### src/hw/rtl/ltc_pkg.sv
package ltc_pkg;

  typedef enum logic [2:0] {
    TT_INVALID = 3'd0,
    TT_BOOL    = 3'd1,
    TT_IDENT   = 3'd2,
    TT_INT     = 3'd3,
    TT_FLOAT   = 3'd4,
    TT_BLANK   = 3'd5,
    TT_STRING  = 3'd6,
    TT_SYMBOL  = 3'd7
  } tok_type_t;

  typedef struct packed {
    logic [7:0] tok_char;
    logic       no_char;
    logic       last_char;
    logic       ignore_symbols;
  } item_t;

  typedef struct packed {
    logic  valid;
    item_t item;
  } stage_t;

  localparam logic [7:0] CH_DOT   = 8'h2e;
  localparam logic [7:0] CH_USCR  = 8'h5f;
  localparam logic [7:0] CH_MINUS = 8'h2d;
  localparam logic [7:0] CH_PLUS  = 8'h2b;
  localparam logic [7:0] CH_QUOTE = 8'h27;
  localparam logic [2:0] COUNT_MAX = 3'd7;

  function automatic logic is_digit(input logic [7:0] c);
    return (c >= 8'h30) && (c <= 8'h39);
  endfunction

  function automatic logic is_alpha(input logic [7:0] c);
    return ((c >= 8'h61) && (c <= 8'h7a)) || ((c >= 8'h41) && (c <= 8'h5a));
  endfunction

  function automatic logic is_sign(input logic [7:0] c);
    return (c == CH_MINUS) || (c == CH_PLUS);
  endfunction

  function automatic logic is_blank(input logic [7:0] c);
    return (c == 8'h20) || (c == 8'h09) || (c == 8'h0d) || (c == 8'h0a);
  endfunction

  function automatic logic [7:0] true_byte(input logic [1:0] idx);
    logic [7:0] b;
    case (idx)
      2'd0:    b = 8'h74;
      2'd1:    b = 8'h72;
      2'd2:    b = 8'h75;
      default: b = 8'h65;
    endcase
    return b;
  endfunction

  function automatic logic [7:0] false_byte(input logic [2:0] idx);
    logic [7:0] b;
    case (idx)
      3'd0:    b = 8'h66;
      3'd1:    b = 8'h61;
      3'd2:    b = 8'h6c;
      3'd3:    b = 8'h73;
      3'd4:    b = 8'h65;
      default: b = 8'h66;
    endcase
    return b;
  endfunction

  function automatic logic is_single_sym(input logic [7:0] c);
    logic hit;
    case (c)
      8'h2b, 8'h2d, 8'h2a, 8'h2f, 8'h3e, 8'h3c, 8'h21, 8'h28, 8'h29, 8'h7b, 8'h7d,
      8'h3d, 8'h5b, 8'h5d, 8'h2c, 8'h2e, 8'h27, 8'h3b, 8'h5f, 8'h26, 8'h7c:
        hit = 1'b1;
      default: hit = 1'b0;
    endcase
    return hit;
  endfunction

  function automatic logic is_pair_sym(input logic [7:0] a, input logic [7:0] b);
    logic hit;
    case ({a, b})
      16'h3e3d, 16'h3c3d, 16'h3c2d, 16'h213d, 16'h2626,
      16'h7c7c, 16'h3d3d, 16'h2d3d, 16'h2b3d, 16'h2d3e:
        hit = 1'b1;
      default: hit = 1'b0;
    endcase
    return hit;
  endfunction

endpackage

### src/hw/rtl/ltc_in_if.sv
interface ltc_in_if;
  logic       valid;
  logic       ready;
  logic [7:0] tok_char;
  logic       no_char;
  logic       last_char;
  logic       ignore_symbols;

  modport source(output valid, output tok_char, output no_char, output last_char,
                 output ignore_symbols, input ready);
  modport sink(input valid, input tok_char, input no_char, input last_char,
               input ignore_symbols, output ready);
endinterface

### src/hw/rtl/ltc_out_if.sv
interface ltc_out_if;
  logic       valid;
  logic       ready;
  logic [2:0] token_type;

  modport source(output valid, output token_type, input ready);
  modport sink(input valid, input token_type, output ready);
endinterface

### src/hw/rtl/ltc_in_reg.sv
module ltc_in_reg (
  input  logic            clk,
  input  logic            rst_n,
  ltc_in_if.sink          in_ch,
  input  logic            s1_take,
  output ltc_pkg::stage_t s1
);
  import ltc_pkg::*;

  logic  s1_valid_r;
  logic  s1_valid_nxt;
  item_t s1_item_r;
  logic  in_take;

  assign in_ch.ready = !s1_valid_r || s1_take;
  assign in_take     = in_ch.valid && in_ch.ready;

  always_comb begin
    s1_valid_nxt = s1_valid_r;
    if (in_take) begin
      s1_valid_nxt = 1'b1;
    end else if (s1_take) begin
      s1_valid_nxt = 1'b0;
    end
  end

  always_ff @(posedge clk) begin
    if (!rst_n) begin
      s1_valid_r <= 1'b0;
    end else begin
      s1_valid_r <= s1_valid_nxt;
    end
  end

  always_ff @(posedge clk) begin
    if (in_take) begin
      s1_item_r.tok_char       <= in_ch.tok_char;
      s1_item_r.no_char        <= in_ch.no_char;
      s1_item_r.last_char      <= in_ch.last_char;
      s1_item_r.ignore_symbols <= in_ch.ignore_symbols;
    end
  end

  assign s1.valid = s1_valid_r;
  assign s1.item  = s1_item_r;

endmodule

### src/hw/rtl/ltc_scan.sv
module ltc_scan (
  input  logic            clk,
  input  logic            rst_n,
  input  ltc_pkg::stage_t s1,
  output logic            s1_take,
  ltc_out_if.source       out_ch
);
  import ltc_pkg::*;

  typedef struct packed {
    logic [2:0] char_count;
    logic       ident_ok;
    logic       int_ok;
    logic       float_ok;
    logic       dot_seen;
    logic       prev_was_digit;
    logic       blank_ok;
    logic       starts_with_quote;
    logic       prev_was_quote;
    logic       true_match;
    logic       false_match;
    logic [7:0] first_byte;
    logic [7:0] second_byte;
  } scan_state_t;

  localparam scan_state_t STATE_INIT = '{
    char_count: 3'd0, ident_ok: 1'b1, int_ok: 1'b1, float_ok: 1'b1,
    dot_seen: 1'b0, prev_was_digit: 1'b0, blank_ok: 1'b1,
    starts_with_quote: 1'b0, prev_was_quote: 1'b0, true_match: 1'b1,
    false_match: 1'b1, first_byte: 8'd0, second_byte: 8'd0
  };

  scan_state_t st_r;
  scan_state_t st_nxt;
  scan_state_t upd;
  tok_type_t   type_r;
  tok_type_t   type_nxt;
  tok_type_t   cls;
  logic        out_valid_r;
  logic        out_valid_nxt;
  logic        emit;
  logic [7:0]  c;
  logic [2:0]  p;
  logic        dig;
  logic        lone_sign;
  logic        sym_hit;

  assign c   = s1.item.tok_char;
  assign p   = st_r.char_count;
  assign dig = is_digit(c);

  always_comb begin
    upd = st_r;
    if (!s1.item.no_char) begin
      if (p == 3'd0) begin
        upd.first_byte        = c;
        upd.ident_ok          = is_alpha(c) || (c == CH_USCR);
        upd.int_ok            = dig || is_sign(c);
        upd.float_ok          = dig || is_sign(c);
        upd.starts_with_quote = (c == CH_QUOTE);
      end else begin
        if (p == 3'd1) begin
          upd.second_byte = c;
        end
        if (!(dig || is_alpha(c) || (c == CH_USCR))) begin
          upd.ident_ok = 1'b0;
        end
        if (!dig) begin
          upd.int_ok = 1'b0;
        end
        if (c == CH_DOT) begin
          if (st_r.dot_seen) begin
            upd.float_ok = 1'b0;
          end
          upd.dot_seen = 1'b1;
        end else if (!dig) begin
          upd.float_ok = 1'b0;
        end
      end
      if (!is_blank(c)) begin
        upd.blank_ok = 1'b0;
      end
      if (p[2] || (true_byte(p[1:0]) != c)) begin
        upd.true_match = 1'b0;
      end
      if ((p >= 3'd5) || (false_byte(p) != c)) begin
        upd.false_match = 1'b0;
      end
      upd.prev_was_digit = dig;
      upd.prev_was_quote = (c == CH_QUOTE);
      if (p != COUNT_MAX) begin
        upd.char_count = p + 3'd1;
      end
    end
  end

  always_comb begin
    lone_sign = (upd.char_count == 3'd1) && is_sign(upd.first_byte);
    sym_hit   = ((upd.char_count == 3'd1) && is_single_sym(upd.first_byte)) ||
                ((upd.char_count == 3'd2) && is_pair_sym(upd.first_byte, upd.second_byte));
    if (upd.char_count == 3'd0) begin
      cls = TT_INVALID;
    end else begin
      if ((upd.true_match && (upd.char_count == 3'd4)) ||
          (upd.false_match && (upd.char_count == 3'd5))) begin
        cls = TT_BOOL;
      end else if (upd.ident_ok) begin
        cls = TT_IDENT;
      end else if (upd.int_ok && !lone_sign) begin
        cls = TT_INT;
      end else if (upd.float_ok && !lone_sign &&
                   ((upd.char_count == 3'd1) || upd.prev_was_digit)) begin
        cls = TT_FLOAT;
      end else if (upd.blank_ok) begin
        cls = TT_BLANK;
      end else if ((upd.char_count >= 3'd2) && upd.starts_with_quote &&
                   upd.prev_was_quote) begin
        cls = TT_STRING;
      end else begin
        cls = TT_INVALID;
      end
      if (!s1.item.ignore_symbols && sym_hit) begin
        cls = TT_SYMBOL;
      end
    end
  end

  assign s1_take = s1.valid && (!s1.item.last_char || !out_valid_r || out_ch.ready);
  assign emit    = s1_take && s1.item.last_char;

  always_comb begin
    st_nxt        = st_r;
    type_nxt      = type_r;
    out_valid_nxt = out_valid_r && !out_ch.ready;
    if (s1_take) begin
      st_nxt = emit ? STATE_INIT : upd;
    end
    if (emit) begin
      type_nxt      = cls;
      out_valid_nxt = 1'b1;
    end
  end

  always_ff @(posedge clk) begin
    if (!rst_n) begin
      st_r        <= STATE_INIT;
      out_valid_r <= 1'b0;
    end else begin
      st_r        <= st_nxt;
      out_valid_r <= out_valid_nxt;
    end
  end

  always_ff @(posedge clk) begin
    type_r <= type_nxt;
  end

  assign out_ch.valid      = out_valid_r;
  assign out_ch.token_type = type_r;

endmodule

### src/hw/rtl/lexical_token_classifier_core.sv
// Channel  Direction  Handshake     Payload
// in_ch    sink       valid/ready   tok_char[7:0], no_char, last_char, ignore_symbols
// out_ch   source     valid/ready   token_type[2:0]
//
// One character request is taken per cycle unless a last character waits on a held
// result. Path: input register, then classification into the result register.
// Reset is synchronous and active low; it clears the token state and both valid flags.
// Back pressure on out_ch holds the result register; while out_ready is high the
// input side never stalls, and non-last characters pass even while a result waits.
module lexical_token_classifier_core (
  input  logic      clk,
  input  logic      rst_n,
  ltc_in_if.sink    in_ch,
  ltc_out_if.source out_ch
);
  import ltc_pkg::*;

  stage_t s1;
  logic   s1_take;

  ltc_in_reg u_in_reg (
    .clk     (clk),
    .rst_n   (rst_n),
    .in_ch   (in_ch),
    .s1_take (s1_take),
    .s1      (s1)
  );

  ltc_scan u_scan (
    .clk     (clk),
    .rst_n   (rst_n),
    .s1      (s1),
    .s1_take (s1_take),
    .out_ch  (out_ch)
  );

endmodule

### src/flat_wrapper.sv
// flat-port wrapper written by rule: the top's interface ports become plain ports
module lexical_token_classifier_core_flat import ltc_pkg::*;
  (clk, rst_n, in_ch_valid, in_ch_tok_char, in_ch_no_char, in_ch_last_char, in_ch_ignore_symbols, in_ch_ready, out_ch_valid, out_ch_token_type, out_ch_ready);
  ltc_in_if in_ch_i ();
  ltc_out_if out_ch_i ();
  input  logic clk;
  input  logic rst_n;
  input wire logic [$bits(in_ch_i.valid)-1:0] in_ch_valid;
  input wire logic [$bits(in_ch_i.tok_char)-1:0] in_ch_tok_char;
  input wire logic [$bits(in_ch_i.no_char)-1:0] in_ch_no_char;
  input wire logic [$bits(in_ch_i.last_char)-1:0] in_ch_last_char;
  input wire logic [$bits(in_ch_i.ignore_symbols)-1:0] in_ch_ignore_symbols;
  output wire logic [$bits(in_ch_i.ready)-1:0] in_ch_ready;
  output wire logic [$bits(out_ch_i.valid)-1:0] out_ch_valid;
  output wire logic [$bits(out_ch_i.token_type)-1:0] out_ch_token_type;
  input wire logic [$bits(out_ch_i.ready)-1:0] out_ch_ready;
  assign in_ch_i.valid = in_ch_valid;
  assign in_ch_i.tok_char = in_ch_tok_char;
  assign in_ch_i.no_char = in_ch_no_char;
  assign in_ch_i.last_char = in_ch_last_char;
  assign in_ch_i.ignore_symbols = in_ch_ignore_symbols;
  assign in_ch_ready = in_ch_i.ready;
  assign out_ch_valid = out_ch_i.valid;
  assign out_ch_token_type = out_ch_i.token_type;
  assign out_ch_i.ready = out_ch_ready;
  lexical_token_classifier_core u_core (.clk(clk), .rst_n(rst_n), .in_ch(in_ch_i), .out_ch(out_ch_i));
endmodule
### config.mk
export PLATFORM = sky130hd
export DESIGN_NAME = lexical_token_classifier_core_flat
export DESIGN_NICKNAME = d
export VERILOG_FILES = /design/src/hw/rtl/ltc_pkg.sv /design/src/hw/rtl/ltc_in_if.sv /design/src/hw/rtl/ltc_out_if.sv /design/src/hw/rtl/ltc_in_reg.sv /design/src/hw/rtl/ltc_scan.sv /design/src/hw/rtl/lexical_token_classifier_core.sv /design/src/flat_wrapper.sv
export SDC_FILE = /design/constraint.sdc
export NUM_CORES = 1
export LEC_CHECK = 0
export BUFFER_PORTS_ARGS = -buffer_cell sky130_fd_sc_hd__buf_2
export CAP_MARGIN = 10
export CELL_PAD_IN_SITES_DETAIL_PLACEMENT = 0
export CELL_PAD_IN_SITES_GLOBAL_PLACEMENT = 2
export CORE_MARGIN = 4
export CORE_UTILIZATION = 39
export CTS_BUF_LIST = sky130_fd_sc_hd__clkbuf_4
export CTS_CLUSTER_SIZE = 24
export DETAILED_ROUTE_END_ITERATION = 10
export PLACE_DENSITY_LB_ADDON = 0.25
export SYNTH_ARGS = -nofsm -noshare
export SYNTH_HDL_FRONTEND = slang
export SYNTH_HIERARCHICAL = 1
export SYNTH_SLANG_ARGS = --single-unit
### constraint.sdc
create_clock -name clk -period 3.95 [get_ports clk]
set_clock_uncertainty 0.05 [all_clocks]
set_input_delay 0.395 -clock clk [delete_from_list [all_inputs] [get_ports clk]]
set_output_delay 0.395 -clock clk [all_outputs]
set_load 0.02 [all_outputs]
==> results of run 1 <==
==> cells in the mapped netlist, types with 3 or more instances <==
library cell,n
a22oi_1,21
xor2_1,7
a21oi_1,15
nand3b_1,5
nor2_1,26
nand4_1,4
buf_4,3
inv_1,11
ha_1,6
o21ai_0,15
clkbuf_1,14
nand2b_1,3
or4b_1,3
nand2_1,23
a41oi_1,3
nor3_1,14
buf_6,3
nor2b_1,28
a31oi_1,3
and2_1,3
mux2i_1,3
nor4_1,3
o22ai_1,10
o21ai_1,6
buf_2,7
dfxtp_1,31
xnor2_1,8
nand3_1,10
o21a_1,3
edfxtp_1,14
==> through the flow <==
stage                     hold WS (ns)  instances
after floorplan                  0.391        367
after global placement           0.420        460
after detailed placement         0.414        460
after CTS                        0.129        468
after global routing             0.110        468
final                            0.148        468
==> layer usage <==
metal	wire, µm	part of all wire [%]
met5	0	0
met4	44	0.52
met3	337	4.0
met2	3880	46
met1	4170	49
==> power by group <==
group | leakage [nW] | switching, mW | total [mW] | internal [mW]
sequential | 0.385 | 0.0389 | 0.534 | 0.495
clock | 0.0558 | 0.163 | 0.362 | 0.199
combinational | 0.700 | 0.0883 | 0.151 | 0.0624
total | 1.14 | 0.290 | 1.05 | 0.757
==> final cells by class <==
class                      count  area (µm²)
fill                         807        4480
multi-input combinational    281        1950
sequential                    45        1040
tap                          102         128
timing repair buffer          20         103
clock inverter                 3        68.8
inverter                      12        45.0
clock buffer                   5        37.5
==> logic make-up after synthesis <==
logic type                 count (synthesis)
AOI/OAI and AO/OA                        103
xor gates and xnor gates                  15
adders and majority gates                  6
buffers and inverters                     41
DFF                                       45
muxes                                      4
and+or+nand+nor                          153
==> how the worst max path moves through the flow <==
| stage | startpoint | endpoint |
|---|---|---|
| final | u_core/u_scan/p[0]$_SDFFE_PN0P_ | u_core/u_scan/out_ch.token_type[0]$_SDFFCE_PN0P_ |
| after global routing | u_core/u_scan/p[0]$_SDFFE_PN0P_ | u_core/u_scan/out_ch.token_type[0]$_SDFFCE_PN0P_ |
| after CTS | u_core/u_scan/p[0]$_SDFFE_PN0P_ | u_core/u_scan/out_ch.token_type[0]$_SDFFCE_PN0P_ |
| after detailed placement | u_core/u_scan/p[0]$_SDFFE_PN0P_ | u_core/u_scan/out_ch.token_type[0]$_SDFFCE_PN0P_ |
| after global placement | u_core/u_scan/p[0]$_SDFFE_PN0P_ | u_core/u_scan/out_ch.token_type[0]$_SDFFCE_PN0P_ |
| after floorplan | u_core/u_scan/p[0]$_SDFFE_PN0P_ | u_core/u_scan/out_ch.token_type[0]$_SDFFCE_PN0P_ |
==> sequential cells by signal (all words and copies together), names as in the netlist <==
signal and flops:
u_core/u_in_reg/s1_valid_r 1, u_core/u_in_reg/s1 11, u_core/u_scan/out_ch.valid 1, u_core/u_scan/st_r 26, u_core/u_scan/out_ch.token_type 3, u_core/u_scan/p 3
==> flow_metrics.tcl, run 1 <==
set metrics [dict create \
    port_buffers 19 \
    initial_core_util_pct 40.6 \
    period_needed_ns 3.30 \
    crit_chain "inv_1 -> ha_1 -> nor4b_4 -> nor4_1 -> a21oi_1 -> o21ai_0 -> a221oi_2 -> nand2_2 -> o31a_1" \
    core_mm2 0.00785 \
    r2r-end "u_core/u_scan/out_ch.token_type[0]$_SDFFCE_PN0P_" \
    critPathTopFamily "compound AO/OA/AOI/OAI gates" \
    crit_fanout 15 \
    hold_violations 0 \
    crit_arrival_ns 3.38 \
    drive_gt1_share_pct 13.7 \
    synth.area.top_cells "dfxtp_1, edfxtp_1, nor2b_1" \
    fin_tns_setup_ns 0 \
    maxSlewHeadroom_pct 39.3 \
    drt_iter0_markers 161 \
    fmax_ghz 0.303 \
    synthXorXnorAreaFrac_pct 4.12 \
    fin_util_pct 43.0 \
    reg2reg_setup_slack_ns 0.65 \
    layout_common_cells "dfxtp_1, nor2b_1, nor2_1" \
    ir_drop_mv 0.231 \
    setup_viol 0 \
    grt_first_pass_wirelength_mm 14.2 \
    num_rows 32 \
    post_cts_buffers 0 \
    routed_wl_mm 8.43 \
    dieWidth_um 98.4 \
    hold_path.startpoint "in_ch_tok_char[7]" \
    top_usage_layer "met2" \
    clk_pin_slew_ns 0.14 \
    cts_hold_buf 0 \
    dpl_cell_area_mm2 0.00326 \
    path_buf_inv 1 \
    io_pins 20 \
    leakagePower_nw 1.14 \
    insertion_delay_ns 0.36 \
    grt_overflow 0 \
    fp.dieH_um 98.4 \
    cts.htree.levels 2 \
    viasPerCell 5.76 \
    ant_nets 0 \
    cts_tree "yes" \
    drc 0 \
    seq_area_frac_synth_pct 32.7 \
    r2r_start "u_core/u_scan/p[0]$_SDFFE_PN0P_" \
    synth-simple-area-share_pct 30.7 \
    cts_buffers 5 \
    rsz0062_at_grt "false" \
    grtUsageMet3_pct 2.14 \
    power_density_mw_per_mm2 310 \
    dr.pass1.iters 5 \
    yosys.area.top_type_share_pct 19.5 \
    synth-edff-count 14 \
    use_met2_pct 28.1 \
    layout_commonest_cell "dfxtp_1" \
    netlist_instances 367 \
    hp-class "in -> reg" \
    r2r.worst_path.cells 9 \
    synth_area_mm2 0.00319 \
    whs_endpoint "u_core/u_in_reg/s1[10]$_DFFE_PP_" \
    yosysTopAreaCell "dfxtp_1" \
    vias 2698 \
    grt_pass1_vias 2643 \
    finalCritPeriodShare_pct 83.5 \
    end_kind "flop" \
    synth_compound_area_share_pct 22.7 \
    crit_type "reg -> reg" \
    synth_top_family_by_area "simple AND/OR/NAND/NOR gates" \
    die-area_mm2 0.00968 \
    ys_warn_count 6 \
    status "finished, final reports clean" \
    slowest_delay_ns 0.64 \
    final_area_mm2 0.00337 \
    gp_congestion 0.844 \
    cts_resized 0 \
    met1_usage_pct 26.8 \
    max_slew.worst_pin.slew_ns 0.911 \
    drt-wirelength-per-cell_um 18.0 \
    slowest_stage "dfxtp_1" \
    syn-num-nets 388 \
    synth_flop_cell "dfxtp_1" \
    path_depth 9 \
    cap_violations 0 \
    required_ns 4.04 \
    async_reset_ff_share_pct 0 \
    area_delta_synth_final_pct 5.81 \
    clk_path_buf_depth 2 \
    slew_viol_final 0 \
    clock-sinks 45 \
    synth_fa_ha_area_share_pct 2.36 \
    ys_ff_latch 45 \
    yosys-mux-area-fraction_pct 1.30 \
    hold_depth 1 \
    nNetsFinal 386 \
    synth_cell_types 77 \
    avgSynthCellArea_um2 8.68 \
    antenna_cells 0 \
    track_usage_pct 18.0 \
    p_total_mw 1.05 \
    post-route-worst-setup-slack_ns 0.654 \
    startpoint_type "flop" \
    pre_cts_ws_ns 0.681 \
    cts_root_buffer "clkbuf_4" \
    grt_antenna_before_repair 0 \
    grt_max_degree 29 \
    hpwlAfterDp_mm 6.02 \
]
Note: power is estimated with default switching activity, not from simulation.
==> run 2: changes to the inputs <==
==> constraint.sdc (replaced) <==
create_clock -name clk -period 3.4 [get_ports clk]
set_clock_uncertainty 0.05 [all_clocks]
set_input_delay 0.34 -clock clk [delete_from_list [all_inputs] [get_ports clk]]
set_output_delay 0.34 -clock clk [all_outputs]
set_load 0.02 [all_outputs]
==> run 2 against run 1 <==
Clock power shrank 6.6%. Cell count up 1.5%. Global-route usage down 0.097 points. Sequential power up 15%. Non-clock buffer count grew 7.
==> flow_metrics.tcl, run 2 (synthesis results as in run 1) <==
set metrics [dict create \
    grt_max_degree 29 \
    leakagePower_nw 1.16 \
    pre_cts_ws_ns 0.367 \
    dr.pass1.iters 4 \
    drive_gt1_share_pct 15.0 \
    cts_root_buffer "clkbuf_4" \
    gp_congestion 0.887 \
    required_ns 3.48 \
    core_mm2 0.00785 \
    cts_hold_buf 0 \
    grt_pass1_vias 2606 \
    p_switching_mw 0.336 \
    layout_common_cells "dfxtp_1, nor2b_1, nor2_1" \
    drt_iter0_markers 194 \
    nNetsFinal 393 \
    drc 0 \
    ant_nets 0 \
    cts_buffers 5 \
    post-route-worst-setup-slack_ns 0.344 \
    cts_tree "yes" \
    power_density_mw_per_mm2 336 \
    crit_fanout 16 \
    largest-register "u_core/u_scan/st_r" \
    io_pins 20 \
    fp.dieH_um 98.4 \
    cts.htree.levels 2 \
    cts_resized 0 \
    finalCritPeriodShare_pct 89.9 \
    end_kind "flop" \
    fmax_ghz 0.327 \
    hpwlAfterDp_mm 6.14 \
    setup_viol 0 \
    fin_tns_setup_ns 0 \
    seq_power_share_pct 53.8 \
    p_int_mw 0.804 \
    port_buffers 19 \
    ir_drop_mv 0.177 \
    max_slew.worst_pin.slew_ns 0.938 \
    largest_reg_flops 26 \
    rsz0062_at_grt "false" \
    num_rows 32 \
    status "finished, final reports clean" \
    r2r.worst_path.cells 9 \
    crit_type "reg -> reg" \
    die-area_mm2 0.00968 \
    crit_arrival_ns 3.13 \
    p_sw_share_pct 29.5 \
    power.share.combinational_pct 16.5 \
    insertion_delay_ns 0.38 \
    antenna_cells 0 \
    cap_violations 0 \
    fin_util_pct 43.3 \
    startpoint_type "flop" \
    hp-class "in -> reg" \
    grt_antenna_before_repair 0 \
    dieWidth_um 98.4 \
    routed_wl_mm 8.67 \
    period_needed_ns 3.06 \
    grt_first_pass_wirelength_mm 14.0 \
    clk_pin_slew_ns 0.13 \
    clock-sinks 45 \
    hold_depth 1 \
    track_usage_pct 17.9 \
    drt-wirelength-per-cell_um 18.3 \
    post_cts_buffers 0 \
    slew_viol_final 0 \
    hold_violations 0 \
    clockPowerShare_pct 29.6 \
    viasPerCell 5.83 \
    maxSlewHeadroom_pct 37.5 \
    area_delta_synth_final_pct 6.60 \
    grt_overflow 0 \
    clk_path_buf_depth 2 \
    layout_commonest_cell "dfxtp_1" \
    vias 2767 \
    initial_core_util_pct 40.6 \
]
==> run 2: changes by cell type in the layout (fill, tap and decap cells not counted), sizes merged <==
| cell | before | now |
|---|---|---|
| clkinvlp | 0 | 1 |
| clkinv | 1 | 2 |
| bufinv | 2 | 1 |
| buf | 20 | 27 |
| inv | 12 | 11 |
==> run 2: power groups by stage <==
stage               Combinational (mW)  Clock [mW]  Sequential [mW]
global route                     0.206       0.372            0.618
CTS                              0.187       0.347            0.614
detailed placement               0.186           0            0.626
finish                           0.189       0.338            0.614
global placement                 0.187           0            0.626
floorplan                        0.157           0            0.599
==> run 2: final timing paths <==
check             slack [ns]                                start                                                to
setup / recovery        0.34      u_core/u_scan/p[1]$_SDFFE_PN0P_  u_core/u_scan/out_ch.token_type[0]$_SDFFCE_PN0P_
hold / removal          0.09                        in_ch_no_char                   u_core/u_in_reg/s1[2]$_DFFE_PP_
setup reg to reg        0.34      u_core/u_scan/p[1]$_SDFFE_PN0P_  u_core/u_scan/out_ch.token_type[0]$_SDFFCE_PN0P_
hold reg to reg         0.44  u_core/u_scan/st_r[16]$_SDFFE_PN1P_               u_core/u_scan/st_r[16]$_SDFFE_PN1P_
==> run 2: layer usage <==
metal | track usage (%) | routed length, µm | vias to the layer above
met2 | 27.9 | 3970 | 63
li1 | - | - | 1382
met5 | 0 | 0 | -
met3 | 2.86 | 362 | 6
met1 | 25.7 | 4260 | 1316
met4 | 4.94 | 80 | 0
==> run 2: metrics by stage <==
| stage | hold WS, ns | power (mW) | instances | area [µm²] |
|---|---|---|---|---|
| 6_report | 0.0854 | 1.14 | 475 | 3400 |
| 5_1_grt | 0.0609 | 1.20 | 475 | 3400 |
| 4_1_cts | 0.0766 | 1.15 | 475 | 3400 |
| 3_5_place_dp | 0.416 | 0.812 | 467 | 3320 |
| 3_3_place_gp | 0.420 | 0.813 | 467 | 3320 |
| 2_1_floorplan | 0.389 | 0.756 | 367 | 3190 |
==> run 2: critical path, cell delays in order, from the launching register on <==
cell and delay, ns:
dfxtp_1 0.41, inv_1 0.13, ha_1 0.30, nor3b_4 0.68, mux2i_1 0.20, a311oi_1 0.23
a21oi_1 0.09, a221oi_2 0.33, nand2_2 0.10, o31a_1 0.30
==> run 2: layout make-up <==
cell class	count	area, µm²
fillers	819	4450
multi-input cells	281	1950
flip-flops and latches	45	1040
repair buffers	27	155
well taps	102	128
inverters	12	45.0
clock inverters	3	41.3
clock buffers	5	37.5
